$ cat src/rtl/core/pdbal_pkg.sv
// Shared types and constants for the PD balance motor drive block.
// No dependencies; imported by every module in rtl/core.
package pdbal_pkg;

   // Drive direction codes on the result channel
   localparam logic [1:0] DIR_FORWARD  = 2'd0;
   localparam logic [1:0] DIR_BACKWARD = 2'd1;
   localparam logic [1:0] DIR_STOPPED  = 2'd2;

   // Configuration register indexes
   localparam logic [2:0] CSR_TARGET_ANGLE = 3'd0;
   localparam logic [2:0] CSR_PROP_GAIN    = 3'd1;
   localparam logic [2:0] CSR_DERIV_GAIN   = 3'd2;
   localparam logic [2:0] CSR_DEAD_BAND    = 3'd3;
   localparam logic [2:0] CSR_DUTY_FLOOR   = 3'd4;
   localparam logic [2:0] CSR_DUTY_CEILING = 3'd5;
   localparam logic [2:0] CSR_RIGHT_SCALE  = 3'd6;

   // Reset values
   localparam logic [15:0] RST_PROP_GAIN    = 16'd5120;
   localparam logic [15:0] RST_DERIV_GAIN   = 16'd4096;
   localparam logic [7:0]  RST_DUTY_FLOOR   = 8'd55;
   localparam logic [7:0]  RST_DUTY_CEILING = 8'd150;
   localparam logic [15:0] RST_RIGHT_SCALE  = 16'd60621;
   localparam logic [15:0] RST_DRIVE_LEVEL  = 16'd14080;

   typedef enum logic [2:0] {
      ST_IDLE,
      ST_DIFF,
      ST_MULD,
      ST_SUM,
      ST_LEVEL,
      ST_SCALE,
      ST_DONE
   } state_type;

   // Controller to datapath commands
   typedef struct packed {
      logic capture;   // take the item, form error
      logic diff;      // error change, kp product, direction
      logic muld;      // kd product, park kp product
      logic sum;       // add the two products
      logic level;     // accumulate and clamp drive level
      logic scale;     // right duty product
      logic load_out;  // fill the result register
   } cmd_type;

   // Datapath to controller status
   typedef struct packed {
      logic out_free;
   } status_type;

endpackage

$ cat src/rtl/core/pdbal_ctrl.sv
// Sequencer for the PD balance motor drive: one item walks through the steps.
// Depends on pdbal_pkg.
module pdbal_ctrl (
   input  logic                   clock,
   input  logic                   reset,
   input  logic                   req_valid,
   output logic                   req_ready,
   input  pdbal_pkg::status_type  status,
   output pdbal_pkg::cmd_type     cmd
);
   import pdbal_pkg::*;

   state_type state_ff, state_in;

   always_ff @(posedge clock) begin
      if (reset) begin
         state_ff <= ST_IDLE;
      end else begin
         state_ff <= state_in;
      end
   end

   always_comb begin
      state_in  = state_ff;
      cmd       = '0;
      req_ready = 1'b0;
      unique case (state_ff)
         ST_IDLE: begin
            req_ready = 1'b1;
            if (req_valid) begin
               cmd.capture = 1'b1;
               state_in    = ST_DIFF;
            end
         end
         ST_DIFF: begin
            cmd.diff = 1'b1;
            state_in = ST_MULD;
         end
         ST_MULD: begin
            cmd.muld = 1'b1;
            state_in = ST_SUM;
         end
         ST_SUM: begin
            cmd.sum  = 1'b1;
            state_in = ST_LEVEL;
         end
         ST_LEVEL: begin
            cmd.level = 1'b1;
            state_in  = ST_SCALE;
         end
         ST_SCALE: begin
            cmd.scale = 1'b1;
            state_in  = ST_DONE;
         end
         ST_DONE: begin
            // wait until the result register is free
            if (status.out_free) begin
               cmd.load_out = 1'b1;
               state_in     = ST_IDLE;
            end
         end
         default: begin
            state_in = ST_IDLE;
         end
      endcase
   end

endmodule

$ cat src/rtl/core/pdbal_dp.sv
// Datapath of the PD balance motor drive: config registers, shared multiplier,
// accumulator, clamp and result register. Depends on pdbal_pkg.
module pdbal_dp (
   input  logic                   clock,
   input  logic                   reset,
   input  pdbal_pkg::cmd_type     cmd,
   output pdbal_pkg::status_type  status,
   input  logic                   csr_write_en,
   input  logic [2:0]             csr_index,
   input  logic [15:0]            csr_wdata,
   input  logic signed [15:0]     req_tilt_angle,
   output logic                   rsp_valid,
   input  logic                   rsp_ready,
   output logic [1:0]             rsp_drive_direction,
   output logic [7:0]             rsp_left_duty,
   output logic [7:0]             rsp_right_duty,
   output logic [15:0]            rsp_drive_level_out,
   output logic signed [16:0]     rsp_angle_error
);
   import pdbal_pkg::*;

   // configuration
   logic signed [15:0] target_ff;
   logic [15:0]        kp_ff;
   logic [15:0]        kd_ff;
   logic [14:0]        dead_band_ff;
   logic [7:0]         floor_ff;
   logic [7:0]         ceiling_ff;
   logic [15:0]        scale_ff;

   // state
   logic [15:0]        level_ff, level_in;
   logic signed [17:0] prev_ff;

   // working registers
   logic signed [15:0] angle_ff;
   logic signed [16:0] err_ff, err_in;
   logic signed [17:0] diff_ff, diff_in;
   logic signed [34:0] prod_ff, prod_in;
   logic signed [34:0] acc_ff;
   logic [1:0]         dir_ff, dir_in;

   // result register
   logic               rsp_valid_ff;
   logic [1:0]         out_dir_ff;
   logic [7:0]         out_left_ff;
   logic [7:0]         out_right_ff;
   logic [15:0]        out_level_ff;
   logic signed [16:0] out_err_ff;

   logic signed [16:0] mul_a;
   logic signed [17:0] mul_b;
   logic signed [22:0] inc;
   logic signed [24:0] lvl_sum;
   logic signed [24:0] lvl_lo;
   logic signed [24:0] lvl_hi;
   logic signed [16:0] ang_ext;
   logic signed [16:0] db_pos;
   logic signed [16:0] db_neg;

   always_ff @(posedge clock) begin
      if (reset) begin
         target_ff    <= '0;
         kp_ff        <= RST_PROP_GAIN;
         kd_ff        <= RST_DERIV_GAIN;
         dead_band_ff <= '0;
         floor_ff     <= RST_DUTY_FLOOR;
         ceiling_ff   <= RST_DUTY_CEILING;
         scale_ff     <= RST_RIGHT_SCALE;
      end else if (csr_write_en) begin
         unique case (csr_index)
            CSR_TARGET_ANGLE: target_ff    <= csr_wdata;
            CSR_PROP_GAIN:    kp_ff        <= csr_wdata;
            CSR_DERIV_GAIN:   kd_ff        <= csr_wdata;
            CSR_DEAD_BAND:    dead_band_ff <= csr_wdata[14:0];
            CSR_DUTY_FLOOR:   floor_ff     <= csr_wdata[7:0];
            CSR_DUTY_CEILING: ceiling_ff   <= csr_wdata[7:0];
            CSR_RIGHT_SCALE:  scale_ff     <= csr_wdata;
            default: ;
         endcase
      end
   end

   // error and its change
   assign err_in  = {target_ff[15], target_ff} - {req_tilt_angle[15], req_tilt_angle};
   assign diff_in = {err_ff[16], err_ff} - prev_ff;

   // dead band decision
   assign ang_ext = {angle_ff[15], angle_ff};
   assign db_pos  = {2'b00, dead_band_ff};
   assign db_neg  = -db_pos;

   always_comb begin
      if (ang_ext > db_pos) begin
         dir_in = DIR_BACKWARD;
      end else if (ang_ext < db_neg) begin
         dir_in = DIR_FORWARD;
      end else begin
         dir_in = DIR_STOPPED;
      end
   end

   // shared multiplier operand select
   always_comb begin
      priority if (cmd.diff) begin
         mul_a = {1'b0, kp_ff};
         mul_b = {err_ff[16], err_ff};
      end else if (cmd.muld) begin
         mul_a = {1'b0, kd_ff};
         mul_b = diff_ff;
      end else begin
         mul_a = {1'b0, scale_ff};
         mul_b = {2'b00, level_ff};
      end
   end
   assign prod_in = mul_a * mul_b;

   // floor division by 4096 is an arithmetic shift
   assign inc     = acc_ff[34:12];
   assign lvl_sum = {9'd0, level_ff} + {{2{inc[22]}}, inc};
   assign lvl_lo  = {9'd0, floor_ff, 8'd0};
   assign lvl_hi  = {9'd0, ceiling_ff, 8'd0};

   always_comb begin
      priority if (lvl_sum < lvl_lo) begin
         level_in = lvl_lo[15:0];
      end else if (lvl_sum > lvl_hi) begin
         level_in = lvl_hi[15:0];
      end else begin
         level_in = lvl_sum[15:0];
      end
   end

   // kept state
   always_ff @(posedge clock) begin
      if (reset) begin
         level_ff <= RST_DRIVE_LEVEL;
         prev_ff  <= '0;
      end else begin
         if (cmd.diff) begin
            prev_ff <= {err_ff[16], err_ff};
         end
         if (cmd.level) begin
            level_ff <= level_in;
         end
      end
   end

   // working payload
   always_ff @(posedge clock) begin
      if (cmd.capture) begin
         angle_ff <= req_tilt_angle;
         err_ff   <= err_in;
      end
      if (cmd.diff) begin
         diff_ff <= diff_in;
         dir_ff  <= dir_in;
      end
      if (cmd.diff || cmd.muld || cmd.scale) begin
         prod_ff <= prod_in;
      end
      if (cmd.muld) begin
         acc_ff <= prod_ff;
      end else if (cmd.sum) begin
         acc_ff <= acc_ff + prod_ff;
      end
   end

   // result register
   always_ff @(posedge clock) begin
      if (reset) begin
         rsp_valid_ff <= 1'b0;
      end else if (cmd.load_out) begin
         rsp_valid_ff <= 1'b1;
      end else if (rsp_ready) begin
         rsp_valid_ff <= 1'b0;
      end
   end

   always_ff @(posedge clock) begin
      if (cmd.load_out) begin
         out_dir_ff   <= dir_ff;
         out_level_ff <= level_ff;
         out_err_ff   <= err_ff;
         if (dir_ff == DIR_STOPPED) begin
            out_left_ff  <= '0;
            out_right_ff <= '0;
         end else begin
            out_left_ff  <= level_ff[15:8];
            out_right_ff <= prod_ff[31:24];
         end
      end
   end

   assign status.out_free     = !rsp_valid_ff || rsp_ready;
   assign rsp_valid           = rsp_valid_ff;
   assign rsp_drive_direction = out_dir_ff;
   assign rsp_left_duty       = out_left_ff;
   assign rsp_right_duty      = out_right_ff;
   assign rsp_drive_level_out = out_level_ff;
   assign rsp_angle_error     = out_err_ff;

endmodule

$ cat src/rtl/core/pd_balance_motor_drive_unit.sv
// PD balance motor drive, top level. The sequencer walks each item through
// one shared 17x18 multiplier and takes a new item only after the last one
// has been loaded into the output register, which happens once the output is free.
// A result waiting in the output register does not block the next item.
// Reset (synchronous, active high): registers to defaults, drive level 55.0,
// last error 0, no result pending.
module pd_balance_motor_drive_unit (
   input  logic               clock,
   input  logic               reset,
   // configuration writes
   input  logic               csr_write_en,
   input  logic [2:0]         csr_index,
   input  logic [15:0]        csr_wdata,
   // tilt samples in
   input  logic               req_valid,
   output logic               req_ready,
   input  logic signed [15:0] req_tilt_angle,
   // motor commands out
   output logic               rsp_valid,
   input  logic               rsp_ready,
   output logic [1:0]         rsp_drive_direction,
   output logic [7:0]         rsp_left_duty,
   output logic [7:0]         rsp_right_duty,
   output logic [15:0]        rsp_drive_level_out,
   output logic signed [16:0] rsp_angle_error
);
   import pdbal_pkg::*;

   cmd_type    cmd;
   status_type status;

   // Sequencer: IDLE takes the item and forms the error, then the error
   // change and kp product, the kd product, their sum, the clamp and the
   // right duty product; DONE hands the item to the output register.
   pdbal_ctrl u_ctrl (
      .clock     (clock),
      .reset     (reset),
      .req_valid (req_valid),
      .req_ready (req_ready),
      .status    (status),
      .cmd       (cmd)
   );

   // Datapath: holds config, drive level, last error and the result item.
   pdbal_dp u_dp (
      .clock               (clock),
      .reset               (reset),
      .cmd                 (cmd),
      .status              (status),
      .csr_write_en        (csr_write_en),
      .csr_index           (csr_index),
      .csr_wdata           (csr_wdata),
      .req_tilt_angle      (req_tilt_angle),
      .rsp_valid           (rsp_valid),
      .rsp_ready           (rsp_ready),
      .rsp_drive_direction (rsp_drive_direction),
      .rsp_left_duty       (rsp_left_duty),
      .rsp_right_duty      (rsp_right_duty),
      .rsp_drive_level_out (rsp_drive_level_out),
      .rsp_angle_error     (rsp_angle_error)
   );

endmodule

$ cat config.mk
export PLATFORM = sky130hd
export DESIGN_NAME = pd_balance_motor_drive_unit
export DESIGN_NICKNAME = d
export VERILOG_FILES = /design/src/rtl/core/pdbal_pkg.sv /design/src/rtl/core/pdbal_ctrl.sv /design/src/rtl/core/pdbal_dp.sv /design/src/rtl/core/pd_balance_motor_drive_unit.sv
export SDC_FILE = /design/constraint.sdc
export NUM_CORES = 2
export LEC_CHECK = 0
export BUFFER_PORTS_ARGS = -buffer_cell sky130_fd_sc_hd__buf_2
export CAP_MARGIN = 20
export CORE_ASPECT_RATIO = 0.6
export CORE_MARGIN = 4
export CORE_UTILIZATION = 50
export DETAILED_ROUTE_END_ITERATION = 16
export HOLD_SLACK_MARGIN = 0.12
export PLACE_DENSITY = 0.69
export SLEW_MARGIN = 20
export SYNTH_ARGS = -nofsm -noshare
export SYNTH_HDL_FRONTEND = slang
export SYNTH_SLANG_ARGS = --single-unit
$ cat constraint.sdc
create_clock -name clock -period 7.7 [get_ports clock]
set_clock_uncertainty 0.2 [all_clocks]
set_input_delay 1.155 -clock clock [delete_from_list [all_inputs] [get_ports clock]]
set_output_delay 1.155 -clock clock [all_outputs]
set_load 0.02 [all_outputs]
* After elaboration in Yosys (flattened, before gate mapping)
Cells that the tools add are included.
Cells by class: add/subtract/negate cells 5, multiply operators 1, order comparisons 4, reductions and logical operators 16, muxes and demuxes 24, equal/unequal tests 15
Operators with widths (count):
- 35-bit 2-to-1 mux | 2
- 16-bit 2-to-1 mux | 4
- 18-bit 2-to-1 mux | 2
- 35-bit adder | 1
- 17-bit by 18-bit multiplier with 35-bit output | 1
- 25-bit by 17-bit > comparator with 1-bit output | 1
- 25-bit by 17-bit < comparator with 1-bit output | 1
- 17-bit by 23-bit adder with 24-bit output | 1
- 3-bit case mux with 7 select lines | 1
- 3-bit equality test, second input constant | 6
- 17-bit by 17-bit subtractor with 18-bit output | 1
- 16-bit by 17-bit < comparator with 1-bit output | 1
- 15-bit negation with 17-bit output | 1
- 16-bit by 16-bit subtractor with 17-bit output | 1
- 16-bit > comparator | 1
- 2-bit AND reduction | 8
- 3-bit by 2-bit equality test with 1-bit output, second input constant | 4
- 1-bit 2-to-1 mux | 12
- 3-bit by 1-bit equality test with 1-bit output, second input constant | 2
- 3-bit logical NOT | 2
- 3-bit 2-to-1 mux | 2
- 2-bit inequality test, second input constant | 2
- 2-bit nonzero test | 2
- 1-bit logical OR | 3
- other kinds (3) | 3
Word-level totals: input port bits 40, flip-flop bits (word level) 306, word-level logic and storage cells 87, output and inout port bits 53

* Longest topological paths before layout
depth in word-level cells 5, gate-level depth with buffers 33, depth with buffers taken out 29

* By module
Synthesis repeated with hierarchy kept, for this count alone.
Unflattened totals: cell total of the unflattened synthesis 3001, area total of the unflattened synthesis 27619.0 um2
By module, submodules not included:
- pdbal_dp | sequential area each 7807.5 um2, instances 1, area an instance 27403.8 um2, cells each 2979
- pdbal_ctrl | sequential area each 60.1 um2, instances 1, area an instance 215.2 um2, cells each 22

* Worst setup path after synthesis
Ideal clock, no wire load.
path kind register to register, start point register u_ctrl.state_ff[0], end point register u_dp.prod_ff[34], data pin, clock period less this slack 8.518 ns, data required time 7.222 ns, setup time 0.278 ns, cell stages (with the launch flop) 29, arrival 8.040 ns, path slack -0.818 ns, buffers on the path 4, path through dfxtp_1 nand2b_1 or2_2 clkbuf_1 inv_1 clkbuf_1 clkbuf_1 buf_1 o21ai_1 nand2_1 fa_1 fa_1 fa_1 inv_1 fa_1 fa_1 inv_1 fa_1 inv_1 ha_1 a21o_1 a21o_1 a21o_1 a221o_1 o21ai_0 a21oi_1 o41ai_1 mux2i_1 o311ai_0
On the way: word-level cells in the longest chain between the ends 5, elaborated cells between the ends (all ways) 9, those cells by class mul (1); eq/ne (2); mux (6)
RTL lines:
- from (decl) | RTL line pdbal_ctrl.sv:13 | state_type state_ff, state_in;
- from (signal assigned) | RTL line pdbal_ctrl.sv:19 | state_ff <= state_in;
- 3-bit by 2-bit equality test with 1-bit output | RTL line pdbal_ctrl.sv:27 | unique case (state_ff)
- 1-bit 2-to-1 mux | RTL line pdbal_ctrl.sv:27
- 16-bit 2-to-1 mux / 18-bit 2-to-1 mux (equally long branches) | RTL line pdbal_dp.sv:108 | end else if (cmd.muld) begin
- 16-bit 2-to-1 mux / 18-bit 2-to-1 mux (equally long branches) | RTL line pdbal_dp.sv:105 | priority if (cmd.diff) begin
- 17-bit by 18-bit multiplier with 35-bit output * | RTL line pdbal_dp.sv:116 | assign prod_in = mul_a * mul_b;
- net u_dp.prod_in[34] | RTL line pdbal_dp.sv:39 | logic signed [34:0] prod_ff, prod_in;
- to (signal assigned) | RTL line pdbal_dp.sv:160 | prod_ff <= prod_in;
- to (decl) | RTL line pdbal_dp.sv:39
Mark *: on every way through the listed nets, which the timed path passes. The rest lies on a longest branch. A chain may end at the register's enable or synchronous reset.

* Worst setup path in the final report
Same ends and word-level chain as after synthesis.

==> results_dict.tcl <==
set metrics [dict create \
    clk_pin_slew_ps 60 \
    syn_nets 3591 \
    fin_util 0.578 \
    synth_area_um2 27500 \
    met2_length_mm 31.8 \
    netlist_instances 3035 \
    min_period_ps 7530 \
    clock_latency_ps 610 \
    synthFlopType "edfxtp_1" \
    tightest_slew_ps 1110 \
    multiInputGateArea_um2 17600 \
    dieArea_um2 58900 \
    async_reset_ff_frac 0 \
    max_stage_delay_ps 520 \
    grtUsageTotal 0.274 \
    worst_slack_ps 173 \
    cts_tree "built" \
    antenna_found_initial 3 \
    drt-met1-wl_mm 38.6 \
    min_to "u_dp.prev_ff[10]" \
    critPathRequiredTime_ps 7830 \
    cp.arrival_ps 7650 \
    rsz0062_at_grt "true" \
    drive_gt1_frac 0.122 \
    clockBufferDepth 3 \
    cpMaxStageDelayCell "fa_1" \
    post-place-ws_ps -52.8 \
    syn_area_per_cell_um2 9.06 \
    routed_wl_mm 82.5 \
    wire_per_inst_um 20.7 \
    die_w_um 311 \
    cp_max_fo 9 \
    yosys_warnings 0 \
    synth_common_cells "inv_1, nand2_1, fa_1" \
    grt_overflow_total 0 \
    io_pins 93 \
    hold_class "flip-flop to flip-flop" \
    drc_errors 0 \
    dp_hpwl_mm 66.5 \
    min_path_cells 2 \
    reg2reg_slack_ps 170 \
    fill_cells 4744 \
    reg2reg_depth 28 \
    finalCritPeriodShare 0.978 \
    r2r-start "u_ctrl.state_ff[0]" \
    crit_path_start_kind "flip-flop" \
    cpMostUsedCell "fa_1" \
    ys_seq_area_frac 0.286 \
    antenna_cells 0 \
    ys_ff_latch 306 \
    finalHoldViolations 0 \
    die_y_um 190 \
    viasPerCell 5.59 \
    top_layer "met5" \
    drt-pass1-iter-count 5 \
    core_area_um2 54300 \
    nNetsFinal 3804 \
    worstHoldStart "u_dp.prev_ff[10]" \
    wl_met3_mm 10.7 \
    areaGrowthSynthToFinish_pct 14.2 \
    drtIter0Drc 2233 \
    cts_max_level 1 \
    seq_area_um2 7870 \
    fmax_ghz 0.133 \
    grt_pass1_wl_mm 126 \
    synth_edf_count 174 \
    synth.top_cell.area_share 0.216 \
    vias 22300 \
    grt_max_degree 103 \
    yosysMostFrequentCell "inv_1" \
    grt_pass1_vias 22000 \
    synth_area_leaders "fa_1, edfxtp_1, ha_1, dfxtp_1, inv_1" \
    cap_viol_max_count 0 \
    status "finished clean" \
    gp_congestion 0.982 \
    start_util 0.507 \
    synth_top_area_cell "fa_1" \
    slew_viol_final 0 \
    detail-route-antenna-nets 0 \
    portBuffers 92 \
    rows 66 \
    root_buffer "clkbuf_16" \
    cts_num_sinks 306 \
    cts_buffers 31 \
    worstReg2RegEnd "u_dp.prod_ff[34]" \
    synth_cell_types 77 \
    crit_path_end_kind "flip-flop" \
    setup_violations 0 \
    critical_path_class "flip-flop to flip-flop" \
    slew_headroom 0.250 \
]
## state kept, by name (all words and copies together) (netlist names), 17 cells and up
signal and flops:
u_dp.prev_ff 17, u_dp.diff_ff 18, u_dp.acc_ff 35, u_dp.err_ff 17, u_dp.prod_ff 35, u_dp.rsp_angle_error 17
## critical path, delay by kind of cell, from the launching register on
kind                       cells  cell delay (ps)
adders and majority gates      7             3250
muxes                          2              520
AOI/OAI and AO/OA              9             1890
and+or+nand+nor                3              370
buffers and inverters          7              690
DFF                            1              330
## stage by stage
step / area [um^2] / cells / TNS, ps / hold WS (ps)
floorplan: 27500 / 3035 / 0 / 217
global placement: 29800 / 3906 / 0 / 236
detailed placement: 29800 / 3906 / -52.8 / 246
CTS: 30800 / 3964 / 0 / 255
global route: 31400 / 3987 / -209 / 267
finish: 31400 / 3987 / 0 / 253
## per-layer routing
layer  GRT usage  vias up
met4      0.0357        4
li1            -    10300
met3      0.0923       87
met5      0.0276        -
met2       0.380     1001
met1       0.420    10900
## worst max path at each step
| stage | slack (ps) | endpoint | startpoint |
|---|---|---|---|
| 6_report | 170 | u_dp.prod_ff[34] | u_ctrl.state_ff[0] |
| 5_1_grt | -120 | u_dp.prod_ff[34] | u_ctrl.state_ff[0] |
| 4_1_cts | 20 | u_dp.prod_ff[34] | u_ctrl.state_ff[0] |
| 3_5_place_dp | -50 | u_dp.prod_ff[34] | u_ctrl.state_ff[0] |
| 3_3_place_gp | 100 | u_dp.prod_ff[34] | u_ctrl.state_ff[0] |
| 2_1_floorplan | 10 | u_dp.prod_ff[34] | u_ctrl.state_ff[0] |
## final cells by class
class	count	area share
clock buffers	46	0.0295
flip-flops and latches	306	0.251
inverters	503	0.0603
multi-input cells	2142	0.562
clock inverters	12	0.00435
well taps	714	0.0285
repair buffers	264	0.0646
## what timing repair did
action / CTS / global route
setup buffers: 0 / 16
hold buffers: 0 / 0
resized for setup: 3 / 53
pin swaps: 0 / 10
gates cloned: 0 / 5
endpoints found under the setup margin: 1 / 14
## cells by family (layout without fill, tap and decap cells)
kind of cell,count (synthesis),after routing,synth area share
adders and majority gates,516,516,0.316
DFF,306,306,0.286
and+or+nand+nor,971,971,0.154
buffers and inverters,587,825,0.0808
muxes,30,30,0.0111
xor gates and xnor gates,97,97,0.0309
AOI/OAI and AO/OA,528,528,0.121
## cells in the final DEF (no fill, tap or decap), types with 17 or more instances in the layout
master and instances:
inv_1 501, nand2_1 497, fa_1 293, nor2_1 229
ha_1 218, a21oi_1 202, edfxtp_1 174, buf_4 151
dfxtp_1 131, buf_2 91, o21ai_0 82, xnor2_1 67
nor3_1 42, o21a_1 39, clkbuf_16 37, a21o_1 35
and2_1 34, nand3_1 29, xor2_1 29, nand2b_1 27
mux2i_1 23, nor2b_1 21, nand3b_1 18, o21bai_1 17
Power is left out: the tool's default activity adds up to more than one toggle a clock period on the data nets, which glitch-free logic cannot reach.
